$ cat config.mk
export PLATFORM = sky130hd
export DESIGN_NAME = flux_interval_resampler_unit_flat
export DESIGN_NICKNAME = d
export VERILOG_FILES = /design/src/design/frp_pkg.sv /design/src/design/frp_in_if.sv /design/src/design/frp_out_if.sv /design/src/design/frp_front.sv /design/src/design/frp_queue.sv /design/src/design/frp_back.sv /design/src/design/flux_interval_resampler_unit.sv /design/src/flat_wrapper.sv
export SDC_FILE = /design/constraint.sdc
export NUM_CORES = 2
export LEC_CHECK = 0
export ABC_CLOCK_PERIOD_IN_PS = 6900
export BUFFER_PORTS_ARGS = -buffer_cell sky130_fd_sc_hd__buf_2
export CAP_MARGIN = 20
export CORE_MARGIN = 3
export CORE_UTILIZATION = 60
export CTS_BUF_LIST = sky130_fd_sc_hd__clkbuf_8
export CTS_CLUSTER_DIAMETER = 100
export DETAILED_ROUTE_END_ITERATION = 8
export PLACE_DENSITY = 0.81
export SLEW_MARGIN = 20
export SYNTH_ARGS = -nofsm -noshare
export SYNTH_HDL_FRONTEND = slang
export SYNTH_SLANG_ARGS = --single-unit
$ cat constraint.sdc
create_clock -name i_clk -period 6.9 [get_ports i_clk]
set_input_delay 0.345 -clock i_clk [delete_from_list [all_inputs] [get_ports i_clk]]
set_output_delay 0.345 -clock i_clk [all_outputs]
set_load 0.02 [all_outputs]
$ cat src/design/frp_pkg.sv
// flux interval resampler: shared types and constants
// no dependencies; imported by the front, queue and back modules
package frp_pkg;

    // configuration register indexes
    localparam logic CFG_DRIVE_TIME = 1'b0;
    localparam logic CFG_IMAGE_TIME = 1'b1;

    localparam int unsigned CFG_IDX_W   = 1;
    localparam int unsigned CFG_DATA_W  = 32;
    localparam int unsigned SAMPLE_W    = 16;
    localparam int unsigned TICKS_W     = 17;
    localparam int unsigned ADD_W       = TICKS_W + CFG_DATA_W;
    localparam int unsigned ACC_W       = 64;
    localparam int unsigned ZEROS_W     = ACC_W - SAMPLE_W;

    localparam logic [CFG_DATA_W-1:0] TIME_RESET = 32'd8000000;
    localparam logic [TICKS_W-1:0]    FULL_TICKS = 17'h10000;

    // job queue depth
    localparam int unsigned QUEUE_DEPTH = 2;
    localparam int unsigned QUEUE_IDX_W = 1;
    localparam int unsigned QUEUE_CNT_W = 2;

    // one classified sample handed from front to back
    typedef struct packed {
        logic [ADD_W-1:0] add;   // ticks times drive_time
        logic             cont;  // zero sample that carries into the next one
    } t_job;

endpackage

$ cat src/design/frp_in_if.sv
// input channel of the flux interval resampler: valid/ready and one sample
// no dependencies
interface frp_in_if;
    logic        valid;
    logic        ready;
    logic [15:0] flux_sample;
    logic        last_sample;

    modport source (output valid, output flux_sample, output last_sample, input ready);
    modport sink   (input valid, input flux_sample, input last_sample, output ready);
endinterface

$ cat src/design/frp_out_if.sv
// output channel of the flux interval resampler: valid/ready and one result
// no dependencies
interface frp_out_if;
    logic        valid;
    logic        ready;
    logic [15:0] out_sample;
    logic        last_of_run;
    logic        run_overflow;

    modport source (output valid, output out_sample, output last_of_run,
                    output run_overflow, input ready);
    modport sink   (input valid, input out_sample, input last_of_run,
                    input run_overflow, output ready);
endinterface

$ cat src/design/frp_front.sv
// front end: configuration registers, sample classification and scaling multiply
// depends on frp_pkg and frp_in_if
module frp_front
    import frp_pkg::*;
(
    input  logic                  i_clk,
    input  logic                  i_rst_n,
    input  logic                  i_cfg_we,
    input  logic [CFG_IDX_W-1:0]  i_cfg_idx,
    input  logic [CFG_DATA_W-1:0] i_cfg_data,
    frp_in_if.sink                i_flux,
    input  logic                  i_q_full,
    output logic                  o_push,
    output t_job                  o_job,
    output logic [CFG_DATA_W-1:0] o_image_time
);

    logic [CFG_DATA_W-1:0] r_drive_time;
    logic [CFG_DATA_W-1:0] r_image_time;
    logic [TICKS_W-1:0]    ticks;

    // configuration writes
    always_ff @(posedge i_clk) begin
        if (!i_rst_n) begin
            r_drive_time <= TIME_RESET;
            r_image_time <= TIME_RESET;
        end else if (i_cfg_we) begin
            case (i_cfg_idx)
                CFG_DRIVE_TIME: r_drive_time <= i_cfg_data;
                CFG_IMAGE_TIME: r_image_time <= i_cfg_data;
                default: ;
            endcase
        end
    end

    // a zero sample stands for a full 65536-tick interval
    assign ticks = (i_flux.flux_sample == '0) ? FULL_TICKS
                                              : {1'b0, i_flux.flux_sample};

    // accept whenever the queue has room
    assign i_flux.ready = !i_q_full;
    assign o_push       = i_flux.valid && !i_q_full;

    // scale to drive ticks; the queue entry registers the product
    assign o_job.add  = ADD_W'(ticks) * ADD_W'(r_drive_time);
    assign o_job.cont = (i_flux.flux_sample == '0) && !i_flux.last_sample;

    assign o_image_time = r_image_time;

endmodule

$ cat src/design/frp_queue.sv
// short job queue between front and back
// depends on frp_pkg
module frp_queue
    import frp_pkg::*;
(
    input  logic i_clk,
    input  logic i_rst_n,
    input  logic i_push,
    input  t_job i_job,
    output logic o_full,
    input  logic i_pop,
    output t_job o_job,
    output logic o_empty
);

    t_job                   r_mem [QUEUE_DEPTH];
    logic [QUEUE_IDX_W-1:0] r_wr;
    logic [QUEUE_IDX_W-1:0] r_rd;
    logic [QUEUE_CNT_W-1:0] r_cnt;

    assign o_full  = (r_cnt == QUEUE_CNT_W'(QUEUE_DEPTH));
    assign o_empty = (r_cnt == '0);
    assign o_job   = r_mem[r_rd];

    // entry storage
    always_ff @(posedge i_clk) begin
        if (i_push) begin
            r_mem[r_wr] <= i_job;
        end
    end

    // pointers and fill count
    always_ff @(posedge i_clk) begin
        if (!i_rst_n) begin
            r_wr  <= '0;
            r_rd  <= '0;
            r_cnt <= '0;
        end else begin
            if (i_push) begin
                r_wr <= r_wr + 1'b1;
            end
            if (i_pop) begin
                r_rd <= r_rd + 1'b1;
            end
            case ({i_push, i_pop})
                2'b10:   r_cnt <= r_cnt + 1'b1;
                2'b01:   r_cnt <= r_cnt - 1'b1;
                default: r_cnt <= r_cnt;
            endcase
        end
    end

endmodule

$ cat src/design/frp_back.sv
// back end: saturating accumulate, bit-serial 64/32 division and run emission
// depends on frp_pkg and frp_out_if
module frp_back
    import frp_pkg::*;
#(
    parameter int unsigned MAX_RUN = 64
) (
    input  logic                  i_clk,
    input  logic                  i_rst_n,
    input  logic [CFG_DATA_W-1:0] i_image_time,
    input  logic                  i_q_empty,
    input  t_job                  i_job,
    output logic                  o_pop,
    frp_out_if.source             o_res
);

    localparam int unsigned CW = $clog2(MAX_RUN);
    localparam logic [CW-1:0]      LIMIT_C  = CW'(MAX_RUN - 1);
    localparam logic [ZEROS_W-1:0] LIMIT_WD = ZEROS_W'(MAX_RUN - 1);

    localparam logic [2:0] ST_IDLE = 3'd0;
    localparam logic [2:0] ST_ADD  = 3'd1;
    localparam logic [2:0] ST_DIV  = 3'd2;
    localparam logic [2:0] ST_POST = 3'd3;
    localparam logic [2:0] ST_EMIT = 3'd4;

    logic [2:0]            r_state;
    logic [ACC_W-1:0]      r_acc;
    logic [ADD_W-1:0]      r_add;
    logic                  r_cont;
    logic [ACC_W-1:0]      r_quo;
    logic [CFG_DATA_W-1:0] r_rem;
    logic [5:0]            r_step;
    logic [CW-1:0]         r_zcnt;
    logic [SAMPLE_W-1:0]   r_final;
    logic                  r_cut;

    logic [ACC_W:0]        sum;
    logic [ACC_W-1:0]      sat_sum;
    logic [CFG_DATA_W-1:0] divisor;
    logic [CFG_DATA_W:0]   rem_sh;
    logic [CFG_DATA_W:0]   rem_sub;
    logic                  q_bit;
    logic [ZEROS_W-1:0]    zeros;
    logic                  emit_done;

    // saturating accumulate
    assign sum     = {1'b0, r_acc} + (ACC_W + 1)'(r_add);
    assign sat_sum = sum[ACC_W] ? '1 : sum[ACC_W-1:0];

    // one restoring division step
    assign divisor = (i_image_time == '0) ? CFG_DATA_W'(1) : i_image_time;
    assign rem_sh  = {r_rem, r_quo[ACC_W-1]};
    assign rem_sub = rem_sh - {1'b0, divisor};
    assign q_bit   = !rem_sub[CFG_DATA_W];

    assign zeros = r_quo[ACC_W-1:SAMPLE_W];

    // result port driven from registers
    assign o_res.valid        = (r_state == ST_EMIT);
    assign o_res.last_of_run  = (r_zcnt == '0);
    assign o_res.out_sample   = (r_zcnt == '0) ? r_final : '0;
    assign o_res.run_overflow = r_cut;
    assign emit_done = o_res.valid && o_res.ready && (r_zcnt == '0);

    assign o_pop = (r_state == ST_IDLE) && !i_q_empty;

    // control sequencer
    always_ff @(posedge i_clk) begin
        if (!i_rst_n) begin
            r_state <= ST_IDLE;
            r_acc   <= '0;
            r_zcnt  <= '0;
            r_step  <= '0;
        end else begin
            case (r_state)
                ST_IDLE: begin
                    if (!i_q_empty) begin
                        r_state <= ST_ADD;
                    end
                end
                ST_ADD: begin
                    if (r_cont) begin
                        r_acc   <= sat_sum;
                        r_state <= ST_IDLE;
                    end else begin
                        r_step  <= '1;
                        r_state <= ST_DIV;
                    end
                end
                ST_DIV: begin
                    r_step <= r_step - 1'b1;
                    if (r_step == '0) begin
                        r_state <= ST_POST;
                    end
                end
                ST_POST: begin
                    r_acc   <= {{(ACC_W - CFG_DATA_W){1'b0}}, r_rem};
                    r_zcnt  <= (zeros > LIMIT_WD) ? LIMIT_C : zeros[CW-1:0];
                    r_state <= ST_EMIT;
                end
                ST_EMIT: begin
                    if (emit_done) begin
                        r_state <= ST_IDLE;
                    end else if (o_res.valid && o_res.ready) begin
                        r_zcnt <= r_zcnt - 1'b1;
                    end
                end
                default: r_state <= ST_IDLE;
            endcase
        end
    end

    // datapath registers
    always_ff @(posedge i_clk) begin
        if (o_pop) begin
            r_add  <= i_job.add;
            r_cont <= i_job.cont;
        end
        if (r_state == ST_ADD) begin
            r_quo <= sat_sum;
            r_rem <= '0;
        end else if (r_state == ST_DIV) begin
            r_quo <= {r_quo[ACC_W-2:0], q_bit};
            r_rem <= q_bit ? rem_sub[CFG_DATA_W-1:0] : rem_sh[CFG_DATA_W-1:0];
        end
        if (r_state == ST_POST) begin
            r_final <= (r_quo[SAMPLE_W-1:0] == '0) ? SAMPLE_W'(1) : r_quo[SAMPLE_W-1:0];
            r_cut   <= (zeros > LIMIT_WD);
        end
    end

endmodule

$ cat src/design/flux_interval_resampler_unit.sv
// An ending sample passes through the queue, the add state, 64 division steps in a
// divider that makes one quotient bit per cycle, and a post step before its first result;
// a continued zero sample is only added to the accumulator. The back end takes no new
// sample until every result of the last one has been accepted; the front takes samples
// while the two-entry queue has room. Synchronous active-low reset clears the accumulator,
// the queue and all control state, and loads both rotation times with 8000000.
module flux_interval_resampler_unit
    import frp_pkg::*;
#(
    parameter int unsigned MAX_RUN = 64
) (
    input  logic                  i_clk,
    input  logic                  i_rst_n,
    input  logic                  i_cfg_we,
    input  logic [CFG_IDX_W-1:0]  i_cfg_idx,
    input  logic [CFG_DATA_W-1:0] i_cfg_data,
    frp_in_if.sink                i_flux,
    frp_out_if.source             o_res
);

    logic                  push;
    logic                  pop;
    logic                  q_full;
    logic                  q_empty;
    t_job                  job_in;
    t_job                  job_out;
    logic [CFG_DATA_W-1:0] image_time;

    // classify and scale incoming samples
    frp_front u_front (
        .i_clk        (i_clk),
        .i_rst_n      (i_rst_n),
        .i_cfg_we     (i_cfg_we),
        .i_cfg_idx    (i_cfg_idx),
        .i_cfg_data   (i_cfg_data),
        .i_flux       (i_flux),
        .i_q_full     (q_full),
        .o_push       (push),
        .o_job        (job_in),
        .o_image_time (image_time)
    );

    // decoupling queue
    frp_queue u_queue (
        .i_clk   (i_clk),
        .i_rst_n (i_rst_n),
        .i_push  (push),
        .i_job   (job_in),
        .o_full  (q_full),
        .i_pop   (pop),
        .o_job   (job_out),
        .o_empty (q_empty)
    );

    // accumulate, divide and emit
    frp_back #(
        .MAX_RUN (MAX_RUN)
    ) u_back (
        .i_clk        (i_clk),
        .i_rst_n      (i_rst_n),
        .i_image_time (image_time),
        .i_q_empty    (q_empty),
        .i_job        (job_out),
        .o_pop        (pop),
        .o_res        (o_res)
    );

endmodule

$ cat src/flat_wrapper.sv
// flat-port wrapper written by rule: the top's interface ports become plain ports
module flux_interval_resampler_unit_flat import frp_pkg::*;
#(
    parameter int unsigned MAX_RUN = 64
)
  (i_clk, i_rst_n, i_cfg_we, i_cfg_idx, i_cfg_data, i_flux_valid, i_flux_flux_sample, i_flux_last_sample, i_flux_ready, o_res_valid, o_res_out_sample, o_res_last_of_run, o_res_run_overflow, o_res_ready);
  frp_in_if i_flux_i ();
  frp_out_if o_res_i ();
  input  logic i_clk;
  input  logic i_rst_n;
  input  logic i_cfg_we;
  input  logic [CFG_IDX_W-1:0] i_cfg_idx;
  input  logic [CFG_DATA_W-1:0] i_cfg_data;
  input wire logic [$bits(i_flux_i.valid)-1:0] i_flux_valid;
  input wire logic [$bits(i_flux_i.flux_sample)-1:0] i_flux_flux_sample;
  input wire logic [$bits(i_flux_i.last_sample)-1:0] i_flux_last_sample;
  output wire logic [$bits(i_flux_i.ready)-1:0] i_flux_ready;
  output wire logic [$bits(o_res_i.valid)-1:0] o_res_valid;
  output wire logic [$bits(o_res_i.out_sample)-1:0] o_res_out_sample;
  output wire logic [$bits(o_res_i.last_of_run)-1:0] o_res_last_of_run;
  output wire logic [$bits(o_res_i.run_overflow)-1:0] o_res_run_overflow;
  input wire logic [$bits(o_res_i.ready)-1:0] o_res_ready;
  assign i_flux_i.valid = i_flux_valid;
  assign i_flux_i.flux_sample = i_flux_flux_sample;
  assign i_flux_i.last_sample = i_flux_last_sample;
  assign i_flux_ready = i_flux_i.ready;
  assign o_res_valid = o_res_i.valid;
  assign o_res_out_sample = o_res_i.out_sample;
  assign o_res_last_of_run = o_res_i.last_of_run;
  assign o_res_run_overflow = o_res_i.run_overflow;
  assign o_res_i.ready = o_res_ready;
  flux_interval_resampler_unit #(.MAX_RUN(MAX_RUN)) u_core (.i_clk(i_clk), .i_rst_n(i_rst_n), .i_cfg_we(i_cfg_we), .i_cfg_idx(i_cfg_idx), .i_cfg_data(i_cfg_data), .i_flux(i_flux_i), .o_res(o_res_i));
endmodule
==> summary.md <==
| Metric | Value |
|---|---|
| TritonCTS clock tree | `done` |
| Hold_ws | `94.4 ps` |
| Setup CP Type | `flop to flop` |
| Post-CTS setup buffers | `0` |
| Root Buffer | `clkbuf_8` |
| Remaining Overflow, GRT | `0` |
| Final clock skew | `37.4 ps` |
| First-pass GRT wire length | `between 150 and 200 mm` |
| Post-synthesis compound-gate area fraction | `12.5%` |
| Number of placed cells counting well taps | `5088` |
| Async S/R FF share, synth | `0%` |
| Post-Synth XOR/XNOR Area | `2.96%` |
| Startpoint Class | `flop` |
| Leakage Power | `between 15 and 20 nW` |
| Fin worst setup slack | `243 ps` |
| Reg power frac | `25.9%` |
| Switch Pwr | `0.00764 W` |
| Yosys top cell area share | `23.4%` |
| Height of the die | `259 um` |
| # H-tree levels | `3` |
| Core region area | `approximately 63000 sq um` |
| Mapped Nets | `4961` |
| Final setup violation count | `0` |
| Total chip power | `0.0173 W` |
| Number of clock buffers inserted by TritonCTS | `72` |
| Cell Count, Final, Fillers Out | `between 5000 and 6000` |
| Final Max Tran Viols | `0` |
| Sw Ratio | `44.1%` |
| Clk network pwr share | `13.1%` |
| Largest family of logic cells by synthesized area | `adder cells` |
| Drt pass-1 iters | `6` |
| Starting DRT DRC Count | `2481` |
| Critical path fanouts, max | `7` |
| Post-Synth Adder-Cell Area | `30.2%` |
| WP data arrival | `7060 ps` |
| Mapped Area | `38500 sq um` |
| DRT Wirelength | `99.8 mm` |
| Clk sink count | `410` |
| Yosys reg bits | `410` |
| Number of primary I/O pins | `75` |
| Int Pwr | `around 0.0097 W` |
| Fin area | `42000 sq um` |
| Number of global-route vias before repair | `31300` |
| Total GRT Usage | `30.5%` |
| Pin count of the biggest net entering global routing | `95` |
| Max_cap viols | `0` |
| Routed len/inst | `about 19 um` |
| Post-Place Cell Area | `40200 sq um` |
| Die outline width | `259 um` |
| Post-Synth Simple-Gate Area | `16.9%` |
| Synthesized area per cell | `around 9.1 sq um` |
| PD cells | `just over 400 nW/um^2` |
| Port Buffers | `74` |
| Count of cell types in the netlist | `81` |
| Fmax | `150 MHz` |
| GPL Wtd Cong | `0.953` |
| Synth cell count leaders | `768 x nand2_1, 585 x inv_1, 451 x fa_1` |
| Nets | `5064` |
| Layout cells sized above 1 | `approximately a tenth` |
| Worst-Skew Late Latency | `680 ps` |
| Flop-to-flop setup slack | `roughly 240 ps` |
| Status | `complete, no violations` |
| Layout fillers | `4932` |
| Standard-cell row count | `92` |
| Clock tree buffer depth | `3` |
| Post-synth EDFFs | `231` |
| DRC | `0` |
| Setup slack at placement | `-499 ps` |
| Final hold violations | `0` |
| Fin crit share | `96.5%` |
| Seq/Total Area, Yosys | `27.3%` |
| Combinational share of power | `61.0%` |
| Dominant synthesized flop cell | `edfxtp_1` |
| Initial antenna violation count | `2` |
| Worst slew margin | `29.2%` |
| Cells after synthesis | `~4200` |
| P&R area growth vs syn | `9.12%` |
| Tightest Pin Transition | `1060 ps` |
| Die Area | `67300 sq um` |
| Crit. End Element | `flop` |
| Antenna-violating nets left | `0` |
| Total vias in the final route | `around 30000` |
| Post-DP HPWL | `between 70 and 80 mm` |
| Top-count cell post-synth | `nand2_1` |
| Mux share of post-synthesis cell area | `2.09%` |
| Vias per Instance | `5.80` |
| Leading area contributor after synthesis | `fa_1` |
| Initial core utilization | `60.9%` |
| Worst endpoint required time | `7300 ps` |
| RSZ-0062 raised after global routing | `no` |
| Reg clk slew, reported paths | `60 ps` |
| Hold Crit Class | `input pin to flop` |
| Peak VDD IR | `509 uV` |
| Yosys warnings | `0` |
| Largest cells by area after synthesis | `fa_1 23%, edfxtp_1 18%, dfxtp_1 9.3%, nand2_1 7.5%, ha_1 6.8%` |
| Final min period | `approximately 6700 ps` |
==> metrics by stage <==
stage	utilization (%)	setup TNS, ps
5_1_grt	66.4	0
4_1_cts	66.3	0
3_5_place_dp	63.5	-7590
6_report	66.4	0
3_3_place_gp	63.5	-4610
2_1_floorplan	-	0
==> cell type report <==
type                    count  area [sq um]  area share [%]
diodes                      5          12.5          0.0298
clock buffers              83          1140            2.72
clock inverters            48           313           0.744
inverters                 585          2200            5.22
multi-input cells        3033         25000            59.5
flip-flops and latches    410         10500            25.1
well taps                 846          1060            2.52
repair buffers            247          1770            4.20
==> what timing repair did <==
item / CTS / global route
endpoints found under the setup margin: 4 / 26
hold endpoints to repair: 50 / 0
hold buffers: 33 / 0
resized for setup: 1 / 21
==> per-layer routing <==
layer	up-vias	routed length, um	share of wire [%]	track usage (%)
met2	1269	46300	46	49.5
met4	2	4050	4.1	11.4
li1	14000	-	-	-
met3	276	8200	8.2	6.03
met5	-	41	0.041	0
met1	14900	41200	41	40.6
==> cell families (layout without fill, tap and decap cells) <==
group	after synthesis	in the layout
AO/OA/AOI/OAI	751	751
XOR/XNOR	130	130
adder cells (fa/ha/maj)	660	660
buffers and inverters	803	963
flip-flops	410	410
multiplexers	74	74
other	0	5
AND/OR/NAND/NOR	1418	1418
==> flip-flops by register name, indices dropped and copies added, names as in the netlist, 2 cells and up <==
name / flops
u_core.u_back.r_final: 16
u_core.u_queue.r_cnt: 2
u_core.u_front.r_drive_time: 32
u_core.u_queue.r_mem: 100
u_core.u_back.r_rem: 32
u_core.u_back.r_quo: 64
u_core.u_back.r_state: 3
u_core.u_back.r_acc: 64
u_core.u_front.o_image_time: 32
u_core.u_back.r_step: 6
u_core.u_back.r_zcnt: 6
u_core.u_back.r_add: 49
==> path summary, 6_finish.rpt <==
check | from | to | cells after the start
hold reg to reg | u_core.u_back.r_acc[47]$_SDFFE_PN0P_ | u_core.u_back.r_acc[47]$_SDFFE_PN0P_ | 2
hold / removal | i_flux_last_sample | u_core.u_queue.r_mem[0][0]$_DFFE_PP_ | 2
setup / recovery | u_core.u_front.r_drive_time[23]$_SDFFE_PN0P_ | u_core.u_queue.r_mem[1][46]$_DFFE_PP_ | 21
setup reg to reg | u_core.u_front.r_drive_time[23]$_SDFFE_PN0P_ | u_core.u_queue.r_mem[1][46]$_DFFE_PP_ | 21
==> power by group through the flow <==
| stage | Combinational, W | Clock (W) | Sequential (W) |
|---|---|---|---|
| 6_report | 0.0106 | 0.00227 | 0.00449 |
| 5_1_grt | 0.0118 | 0.00241 | 0.00455 |
| 4_1_cts | 0.0104 | 0.00230 | 0.00448 |
| 3_5_place_dp | 0.0103 | 0 | 0.00452 |
| 3_3_place_gp | 0.0101 | 0 | 0.00449 |
| 2_1_floorplan | 0.00707 | 0 | 0.00437 |
==> cell usage in the layout, fill, tap and decap left out, drive strengths merged, types with 21 or more instances in the layout <==
cell type | Yosys | layout
nand2b | 21 | 21
a21o | 53 | 53
mux2 | 51 | 51
inv | 585 | 609
nor3 | 25 | 25
xnor2 | 84 | 84
buf | 20 | 214
edfxtp | 231 | 231
dlygate4sd3 | 0 | 33
nand4 | 31 | 31
nor2 | 162 | 162
nand3 | 48 | 48
and2 | 260 | 260
nor4 | 30 | 30
clkbuf | 198 | 83
ha | 209 | 209
o211ai | 29 | 29
fa | 451 | 451
nand2 | 768 | 768
o21ai | 212 | 212
a21boi | 99 | 99
dfxtp | 179 | 179
mux2i | 23 | 23
a31oi | 29 | 29
xor2 | 46 | 46
a21oi | 179 | 179
==> worst max-delay path, cell delays in order (launching register included) <==
cell	delay, ps
dfxtp_1	720
nand2_1	160
fa_1	550
fa_1	520
fa_1	530
inv_1	70
fa_1	500
fa_1	500
inv_1	50
fa_1	470
inv_1	40
ha_1	340
nand4_1	130
nor2_1	70
and3b_1	170
a2111oi_1	420
buf_4	200
nand2_1	70
a21oi_1	200
o21ai_1	190
o41ai_2	360
xnor2_1	120
Power figures use the tool's default switching activity.
